[src/hdl/epbf_pkg.sv]
package epbf_pkg;

    localparam int MAX_BIN     = 200;
    localparam int COUNT_WIDTH = 24;
    localparam int CLASS_COUNT = 4;

    localparam int CLASS_W = 2;
    localparam int BIN_W   = 8;
    localparam int ADDR_W  = CLASS_W + BIN_W;
    localparam int DEPTH   = 1 << ADDR_W;
    localparam int CUM_W   = COUNT_WIDTH + BIN_W;
    localparam int NB_W    = 5;
    localparam int EDGE_W  = 4;
    localparam int PROD_W  = CUM_W + NB_W;

    localparam logic [CLASS_W-1:0] NEUTRINO_CLASS = 2'd3;
    localparam logic [12:0]        ETA_CUT_RAW    = 13'd2560;
    localparam logic [6:0]         ETA_SCALE      = 7'd80;
    localparam logic [NB_W-1:0]    NB_RESET       = 5'd10;
    localparam logic [NB_W-1:0]    NB_MIN         = 5'd2;
    localparam logic [NB_W-1:0]    NB_MAX         = 5'd16;

    localparam logic KIND_SAMPLE = 1'b0;
    localparam logic KIND_REPORT = 1'b1;

    typedef struct packed {
        logic        kind;
        logic [1:0]  object_class;
        logic [15:0] energy;
        logic [12:0] abs_eta;
    } in_item_t;

    typedef struct packed {
        logic [3:0] edge_number;
        logic [7:0] energy_edge;
        logic [7:0] eta_edge;
        logic       last;
    } out_item_t;

    typedef struct packed {
        logic clr_step;
        logic load_item;
        logic samp_rd;
        logic samp_wr;
        logic scan_start;
        logic scan_step;
        logic out_load;
        logic edge_next;
    } cmd_t;

    typedef struct packed {
        logic clr_last;
        logic scan_last;
        logic pipe_busy;
        logic last_edge;
        logic out_free;
    } status_t;

    function automatic logic [COUNT_WIDTH-1:0] sat_inc(input logic [COUNT_WIDTH-1:0] v);
        return (&v) ? v : v + 1'b1;
    endfunction

endpackage

[src/hdl/epbf_ctrl.sv]
module epbf_ctrl (
    input  logic             aclk,
    input  logic             aresetn,
    input  logic             s_valid,
    input  logic             s_kind,
    output logic             s_ready,
    input  epbf_pkg::status_t sts,
    output epbf_pkg::cmd_t    cmd
);

    typedef enum logic [7:0] {
        ST_CLEAR   = 8'b00000001,
        ST_IDLE    = 8'b00000010,
        ST_SAMP_RD = 8'b00000100,
        ST_SAMP_WR = 8'b00001000,
        ST_START   = 8'b00010000,
        ST_SCAN    = 8'b00100000,
        ST_DRAIN   = 8'b01000000,
        ST_LOAD    = 8'b10000000
    } state_t;

    state_t state_reg, state_next;

    assign s_ready = (state_reg == ST_IDLE);

    always_comb begin
        state_next = state_reg;
        cmd        = '0;
        unique case (state_reg)
            ST_CLEAR: begin
                cmd.clr_step = 1'b1;
                if (sts.clr_last) state_next = ST_IDLE;
            end
            ST_IDLE: begin
                if (s_valid) begin
                    cmd.load_item = 1'b1;
                    state_next = (s_kind == epbf_pkg::KIND_REPORT) ? ST_START : ST_SAMP_RD;
                end
            end
            ST_SAMP_RD: begin
                cmd.samp_rd = 1'b1;
                state_next  = ST_SAMP_WR;
            end
            ST_SAMP_WR: begin
                cmd.samp_wr = 1'b1;
                state_next  = ST_IDLE;
            end
            ST_START: begin
                cmd.scan_start = 1'b1;
                state_next     = ST_SCAN;
            end
            ST_SCAN: begin
                cmd.scan_step = 1'b1;
                if (sts.scan_last) state_next = ST_DRAIN;
            end
            ST_DRAIN: begin
                if (!sts.pipe_busy) state_next = ST_LOAD;
            end
            ST_LOAD: begin
                if (sts.out_free) begin
                    cmd.out_load = 1'b1;
                    if (sts.last_edge) begin
                        state_next = ST_IDLE;
                    end else begin
                        cmd.edge_next = 1'b1;
                        state_next    = ST_START;
                    end
                end
            end
            default: state_next = ST_CLEAR;
        endcase
    end

    always_ff @(posedge aclk) begin
        if (!aresetn) state_reg <= ST_CLEAR;
        else          state_reg <= state_next;
    end

endmodule

[config.mk]
export PLATFORM = sky130hd
export DESIGN_NAME = epbf_ctrl
export DESIGN_NICKNAME = d
export VERILOG_FILES = /design/src/hdl/epbf_pkg.sv /design/src/hdl/epbf_ctrl.sv
export SDC_FILE = /design/constraint.sdc
export NUM_CORES = 1
export LEC_CHECK = 0
export ABC_AREA = 1
export BUFFER_PORTS_ARGS = -buffer_cell sky130_fd_sc_hd__buf_2
export CAP_MARGIN = 0
export CORE_AREA = 2 2 39 41
export CTS_BUF_LIST = sky130_fd_sc_hd__clkbuf_16
export DETAILED_ROUTE_END_ITERATION = 7
export DIE_AREA = 0 0 41 43
export PLACE_DENSITY = 0.7
export SLEW_MARGIN = 20
export SYNTH_ARGS = -nofsm -noshare
export SYNTH_HDL_FRONTEND = slang
export SYNTH_SLANG_ARGS = --single-unit
[constraint.sdc]
create_clock -name aclk -period 1.56 [get_ports aclk]
set_input_delay 0.234 -clock aclk [delete_from_list [all_inputs] [get_ports aclk]]
set_output_delay 0.234 -clock aclk [all_outputs]
set_load 0.01 [all_outputs]
Word level (Yosys, flattened, before mapping). Index checks and enable logic that the tools add are counted.

Output and inout bits: 9. Memories kept: 0. Input port bits: 9. Bits in writable memories: 0. Bits in latches: 0. Register bits after elaboration: 8. ROM bits: 0.

Muxes and demuxes: 18. Bitwise logic cells: 0. Shift operators: 0. $add $sub $neg: 0. $mul: 0. Div/mod/pow operators: 0. Reduce and logical (&&, ||, !) cells: 1. Order comparisons: 0. Eq/ne operators: 13.

Operator list (count): $pmux 8 s8 (1); $mux 8 (5); $mux 5 (2); $ne 2x2->1 const B (5); $eq 8x1->1 const B (1); $eq 8x2->1 const B (1); $eq 8x3->1 const B (1); $eq 8x4->1 const B (1); $eq 8x5->1 const B (1); $eq 8x6->1 const B (1); $eq 8x7->1 const B (1); $eq 8x8->1 const B (1); $mux 1 (8); $reduce_and 5->1 (1); $mux 2 (2).

Depth between registers and ports, before layout. Gate-level depths: netlist of the first run.

Depth after elaboration: 3. Gate-level depth with buffers: 9. Depth with buffers taken out: 9.

Worst setup path before layout of the first run. OpenSTA, ideal clock, no wires.

Kind: flip-flop to output port. Start: reg state_reg[3]. End: out cmd[0] (netlist bit). Arrival: 962 ps. Buffers on the path: 0. Slack: 364 ps. Cell stages (with the launch flop): 6. Data required time: 1326 ps. Path through: dfxtp_1 > inv_2 > nand2_4 > nor2_8 > nand2_1 > nor3_1.

RTL lines: from (decl) (RTL line epbf_ctrl.sv:22) `state_t state_reg, state_next;`; from (signal assigned) (RTL line epbf_ctrl.sv:76) `else state_reg <= state_next;`; to (decl) (RTL line epbf_ctrl.sv:8) `output epbf_pkg::cmd_t cmd`.

==> out/metrics.cfg, run 1 <==
[run_status]
status=finished, final reports clean

[power]
comb_power_share=0.455
internal_power_mw=0.803
leakage_nw=0.450
power_frac_clock=0.325
p_per_area_mw_per_mm2=1680
seq_power_share=0.220
irDropWorstVdd_mv=0.902
switching_share=0.384
power_switching_mw=0.501

[run]
cap_violations=0

[global_routing]
track_usage=0.165
overflow=0
grt_pass1_vias=485
grt_max_degree=8
grt_pass1_wl_um=1880
antenna_found_initial=0

[detailed_routing]
via_count=620
viasPerCell=4.81
wl_per_cell_um=9.01
antenna_left=0
drtPass1Iterations=4
drc=0
first_iter_violations=7
routed_wl_um=1160

[cts]
cts_max_level=1
clock_path_buffers=2
holdBufCountCts=0
post_cts_resized=0
clkSlewWorstSetupHoldPaths_ps=30
cts.sinks=8
insertion_delay_ps=230
cts_tree=built
cts_setup_buffers=0
cts_root_buf=clkbuf_16
cts_buffers=3

[placed_design]
gp_congestion=0.757
io_buffers=17
dpl.hpwl_um=949
place_area_um2=693

[floorplanning]
rows=14
start_util=0.425
die_w_um=41
pin_count=18
core_area_mm2=0.00138
die_h_um=43
dieArea_mm2=0.00176

[yosys]
yosysTopAreaCell=dfxtp_1
ys_top_cells_by_area=dfxtp_1 (27%), nor2_1 (10%), nand2_1 (8.9%), inv_1 (8.3%), nand3_1 (7.7%)
ys_types=20
avgSynthCellArea_um2=6.32
synthesis.nets=102
synth.cell_area_um2=588
synthCells=93
yosysTopAreaCellShare=0.272
yosys_warnings=0
synth_seq_area_share=0.272
ys_ff_latch=8

[sta]
fin_crit_sh=0.920
period_needed_ps=1430
slew_headroom=0.830
fin_skew_ps=0.650
max_freq_mhz=697
setup_viol=0
hold_violations=0
tightest_slew_ps=254
tns_ps=0
drv_slew=0
rsz0062_at_grt=false

[final_layout]
drive_above_1_share=0.398
multi_input_area_um2=354
area_growth_pct=32.3
n_antenna_cell=0
fin_nets=124
finalInstanceArea_um2=778
largest_reg_flops=8
seq_area_um2=160
fillers=132

[setup_path]
cp_data_required_time_ps=1330
worstSetupStartpointType=flop
crit_arrival_ps=1200
path_class=reg2out
endpoint_kind=output pin
crit_fanout=4

[worst_hold_path]
hp-class=in2reg

==> worst max-delay path, stage by stage, from the launching register on <==
cell and delay [ps]:
dfxtp_1 320, inv_2 60, nand2_2 80, nor2_4 170
nand4_1 120, inv_1 90, buf_2 130
==> power by group through the flow <==
stage	combinational, mW	clock, mW	sequential [mW]
2_1_floorplan	0.477	0	0.285
3_3_place_gp	0.579	0	0.290
3_5_place_dp	0.588	0	0.290
4_1_cts	0.587	0.426	0.287
5_1_grt	0.665	0.435	0.293
6_report	0.593	0.424	0.287
==> through the flow <==
| stage | std cells | power (mW) | utilization | setup WS (ps) | hold slack, ps |
|---|---|---|---|---|---|
| finish | 129 | 1.30 | 0.562 | 125 | 193 |
| global route | 129 | 1.39 | 0.562 | 29.4 | 194 |
| CTS | 129 | 1.30 | 0.555 | 59.1 | 188 |
| detailed placement | 126 | 0.877 | 0.501 | 298 | 425 |
| global placement | 126 | 0.868 | 0.501 | 320 | 422 |
| floorplan | 93 | 0.761 | - | 364 | 313 |
==> layout by cell type (no fill, tap or decap), drive strengths merged <==
| cell type | instances |
|---|---|
| a21oi | 4 |
| buf | 17 |
| clkbuf | 3 |
| clkinv | 2 |
| dfxtp | 8 |
| inv | 20 |
| nand2 | 21 |
| nand3 | 11 |
| nand4 | 2 |
| nor2 | 20 |
| nor3 | 3 |
| nor4 | 1 |
| o21ai | 1 |
==> area by class of cell <==
class	count	share of cell area
multi-input cells	63	0.455
flip-flops and latches	8	0.206
well taps	16	0.0257
clock buffers	3	0.0965
inverters	22	0.108
repair buffers	17	0.109
==> per-layer routing <==
| layer | vias up | global-route usage | share of wire |
|---|---|---|---|
| met5 | - | 0 | 0 |
| met3 | 4 | 0.0314 | 0.049 |
| met4 | 0 | 0.160 | 0.040 |
| li1 | 329 | - | - |
| met2 | 16 | 0.228 | 0.46 |
| met1 | 271 | 0.199 | 0.45 |
==> worst paths after layout <==
kind / start / slack (ps) / end / cells past startpoint
setup reg to reg: state_reg[6] / 280 / state_reg[0] / 8
setup / recovery: state_reg[6] / 130 / cmd[5] / 6
hold reg to reg: state_reg[2] / 500 / state_reg[3] / 2
hold / removal: s_kind / 190 / state_reg[2] / 2
==> synthesized netlist by cell type <==
library cell	number
a21oi_1	4
clkinv_1	1
clkinv_2	1
dfxtp_1	8
inv_1	13
inv_2	7
nand2_1	14
nand2_2	5
nand2_4	2
nand3_1	9
nand3_2	2
nand4_1	2
nor2_1	16
nor2_2	1
nor2_4	2
nor2_8	1
nor3_1	2
nor3_2	1
nor4_1	1
o21ai_1	1
==> cell families (layout without fill, tap and decap cells) <==
kind of cell / count (synthesis) / count (layout) / synth area share
AND/OR/NAND/NOR: 58 / 58 / 0.543
flip-flops: 8 / 8 / 0.272
AO/OA/AOI/OAI: 5 / 5 / 0.0425
buffers and inverters: 22 / 42 / 0.143
Note: power is estimated with default switching activity, not from simulation.
==> run 2: changes to the inputs <==
--- a/config.mk
+++ b/config.mk
@@ -8,11 +8,13 @@
 export ABC_AREA = 1
 export BUFFER_PORTS_ARGS = -buffer_cell sky130_fd_sc_hd__buf_2
 export CAP_MARGIN = 0
-export CORE_AREA = 2 2 39 41
+export CELL_PAD_IN_SITES_DETAIL_PLACEMENT = 1
+export CELL_PAD_IN_SITES_GLOBAL_PLACEMENT = 2
+export CORE_MARGIN = 2
+export CORE_UTILIZATION = 24
 export CTS_BUF_LIST = sky130_fd_sc_hd__clkbuf_16
 export DETAILED_ROUTE_END_ITERATION = 7
-export DIE_AREA = 0 0 41 43
-export PLACE_DENSITY = 0.7
+export PLACE_DENSITY = 0.83
 export SLEW_MARGIN = 20
 export SYNTH_ARGS = -nofsm -noshare
 export SYNTH_HDL_FRONTEND = slang
==> run 2 against run 1 <==
Setup slack lost 47 ps. Clock power grew 3%. Cell area grew 3.2%. Flip-flop and latch count is the same. Critical path depth is the same. First-iteration DRC count shrank 71%. Sequential share of layout area shrank 0.64 points. Clock-buffer cell count is the same. Routed wire length grew 39%. Combinational power grew 9.8%. Worst hold slack is essentially flat. Die area grew 62%. Highest routed layer unchanged.
==> out/metrics.cfg, run 2 (synthesis results as in run 1) <==
[floorplanning]
pin_count=18
start_util=0.261
rows=17
dieArea_mm2=0.00286
die_h_um=53.5
die_w_um=53.5
core_area_mm2=0.00225

[placed_design]
place_ws_ps=245
gp_congestion=0.760
io_buffers=17
dpl.hpwl_um=1290

[global_routing]
track_usage=0.137
overflow=0
antenna_found_initial=0
grt_pass1_wl_um=2760
grt_max_degree=8
grt_pass1_vias=660

[final_layout]
layout_common_cells=buf_2 (17), nor2_1 (15), inv_1 (13), nand2_1 (13), nand3_1 (9)
largest_reg_flops=8
area_growth_pct=36.6
final_core_util=0.356
multi_input_area_um2=349
final_common_cell=buf_2
n_antenna_cell=0
drive_above_1_share=0.400
fillers=312
seq_area_um2=160
fin_nets=126

[cts]
insertion_delay_ps=230
cts_root_buf=clkbuf_16
clkSlewWorstSetupHoldPaths_ps=40
holdBufCountCts=0
cts_max_level=1
cts.sinks=8
cts_tree=built
clock_path_buffers=2
cts_buffers=3

[power]
leakage_nw=0.457
total_power_mw=1.38
irDropWorstVdd_mv=0.585
p_per_area_mw_per_mm2=1720

[setup_path]
crit_family=simple AND/OR/NAND/NOR gates
crit_arrival_ps=1250
worstRegToRegCells=10
path_depth=6
crit_top_cell=nand2_2
worstSetupStartpointType=flop
path_class=reg2out
endpoint_kind=output pin
path_cells=clkinv_1 -> nand2_2 -> nor2_2 -> nand2_2 -> nor3_1 -> buf_2
r2r_slack_ps=210
cp.buffers_inverters=2
crit_path_max_incr_delay_ps=320
cp_slowest_cell=dfxtp_1
crit_fanout=5
cp_data_required_time_ps=1330

[sta]
setup_ws_ps=78.2
max_freq_mhz=675
slew_headroom=0.854
tns_ps=0
hold_violations=0
period_needed_ps=1480
rsz0062_at_grt=false
fin_crit_sh=0.950
tightest_slew_ps=217
fin_skew_ps=1.05
drv_slew=0
setup_viol=0

[detailed_routing]
viasPerCell=4.55
antenna_left=0
drtPass1Iterations=4
via_count=650
first_iter_violations=2
drc=0
wl_per_cell_um=11.3
routed_wl_um=1620

[run_status]
status=finished, final reports clean

[worst_hold_path]
hold_depth=2
hp-class=in2reg

[run]
cap_violations=0

-- run 2: cell types whose count changed in the layout (fill, tap and decap cells not counted) --
cell	delta
buf_4	+2
nor3_1	+1
nor3_2	-1
-- run 2: worst paths after layout --
| check | startpoint | endpoint |
|---|---|---|
| setup / recovery | state_reg[4] | cmd[0] |
| hold / removal | s_kind | state_reg[2] |
| setup reg to reg | state_reg[0] | state_reg[6] |
| hold reg to reg | state_reg[2] | state_reg[3] |
-- run 2: cell type report --
type	count	share of cell area
inverter	22	0.104
multi-input combinational	63	0.435
clock buffer	3	0.0935
tap	28	0.0436
sequential	8	0.199
timing repair buffer	19	0.125
-- run 2: stage by stage --
stage	hold slack (ps)	cells	area [um^2]
2_1_floorplan	313	93	588
3_3_place_gp	427	138	708
3_5_place_dp	433	138	708
4_1_cts	191	141	786
5_1_grt	208	143	803
6_report	194	143	803
-- run 2: layer usage --
| metal | up-vias | global-route usage | routed length, um |
|---|---|---|---|
| met1 | 297 | 0.156 | 734 |
| met5 | - | 0 | 0 |
| li1 | 328 | - | - |
| met2 | 20 | 0.216 | 754 |
| met3 | 5 | 0.0367 | 83 |
| met4 | 0 | 0.103 | 46 |
-- run 2: what timing repair did --
action | CTS | global route
cloned | 0 | 0
endpoints found under the setup margin | 1 | 2
setup buffers | 0 | 2
pin swaps | 0 | 1
gates resized for setup | 1 | 1
-- run 2: power breakdown --
group | switching, mW | leakage, nW | internal [mW]
Sequential | 0.0415 | 0.0652 | 0.249
Clock | 0.105 | 0.0370 | 0.331
Combinational | 0.392 | 0.355 | 0.259
Total | 0.539 | 0.457 | 0.839
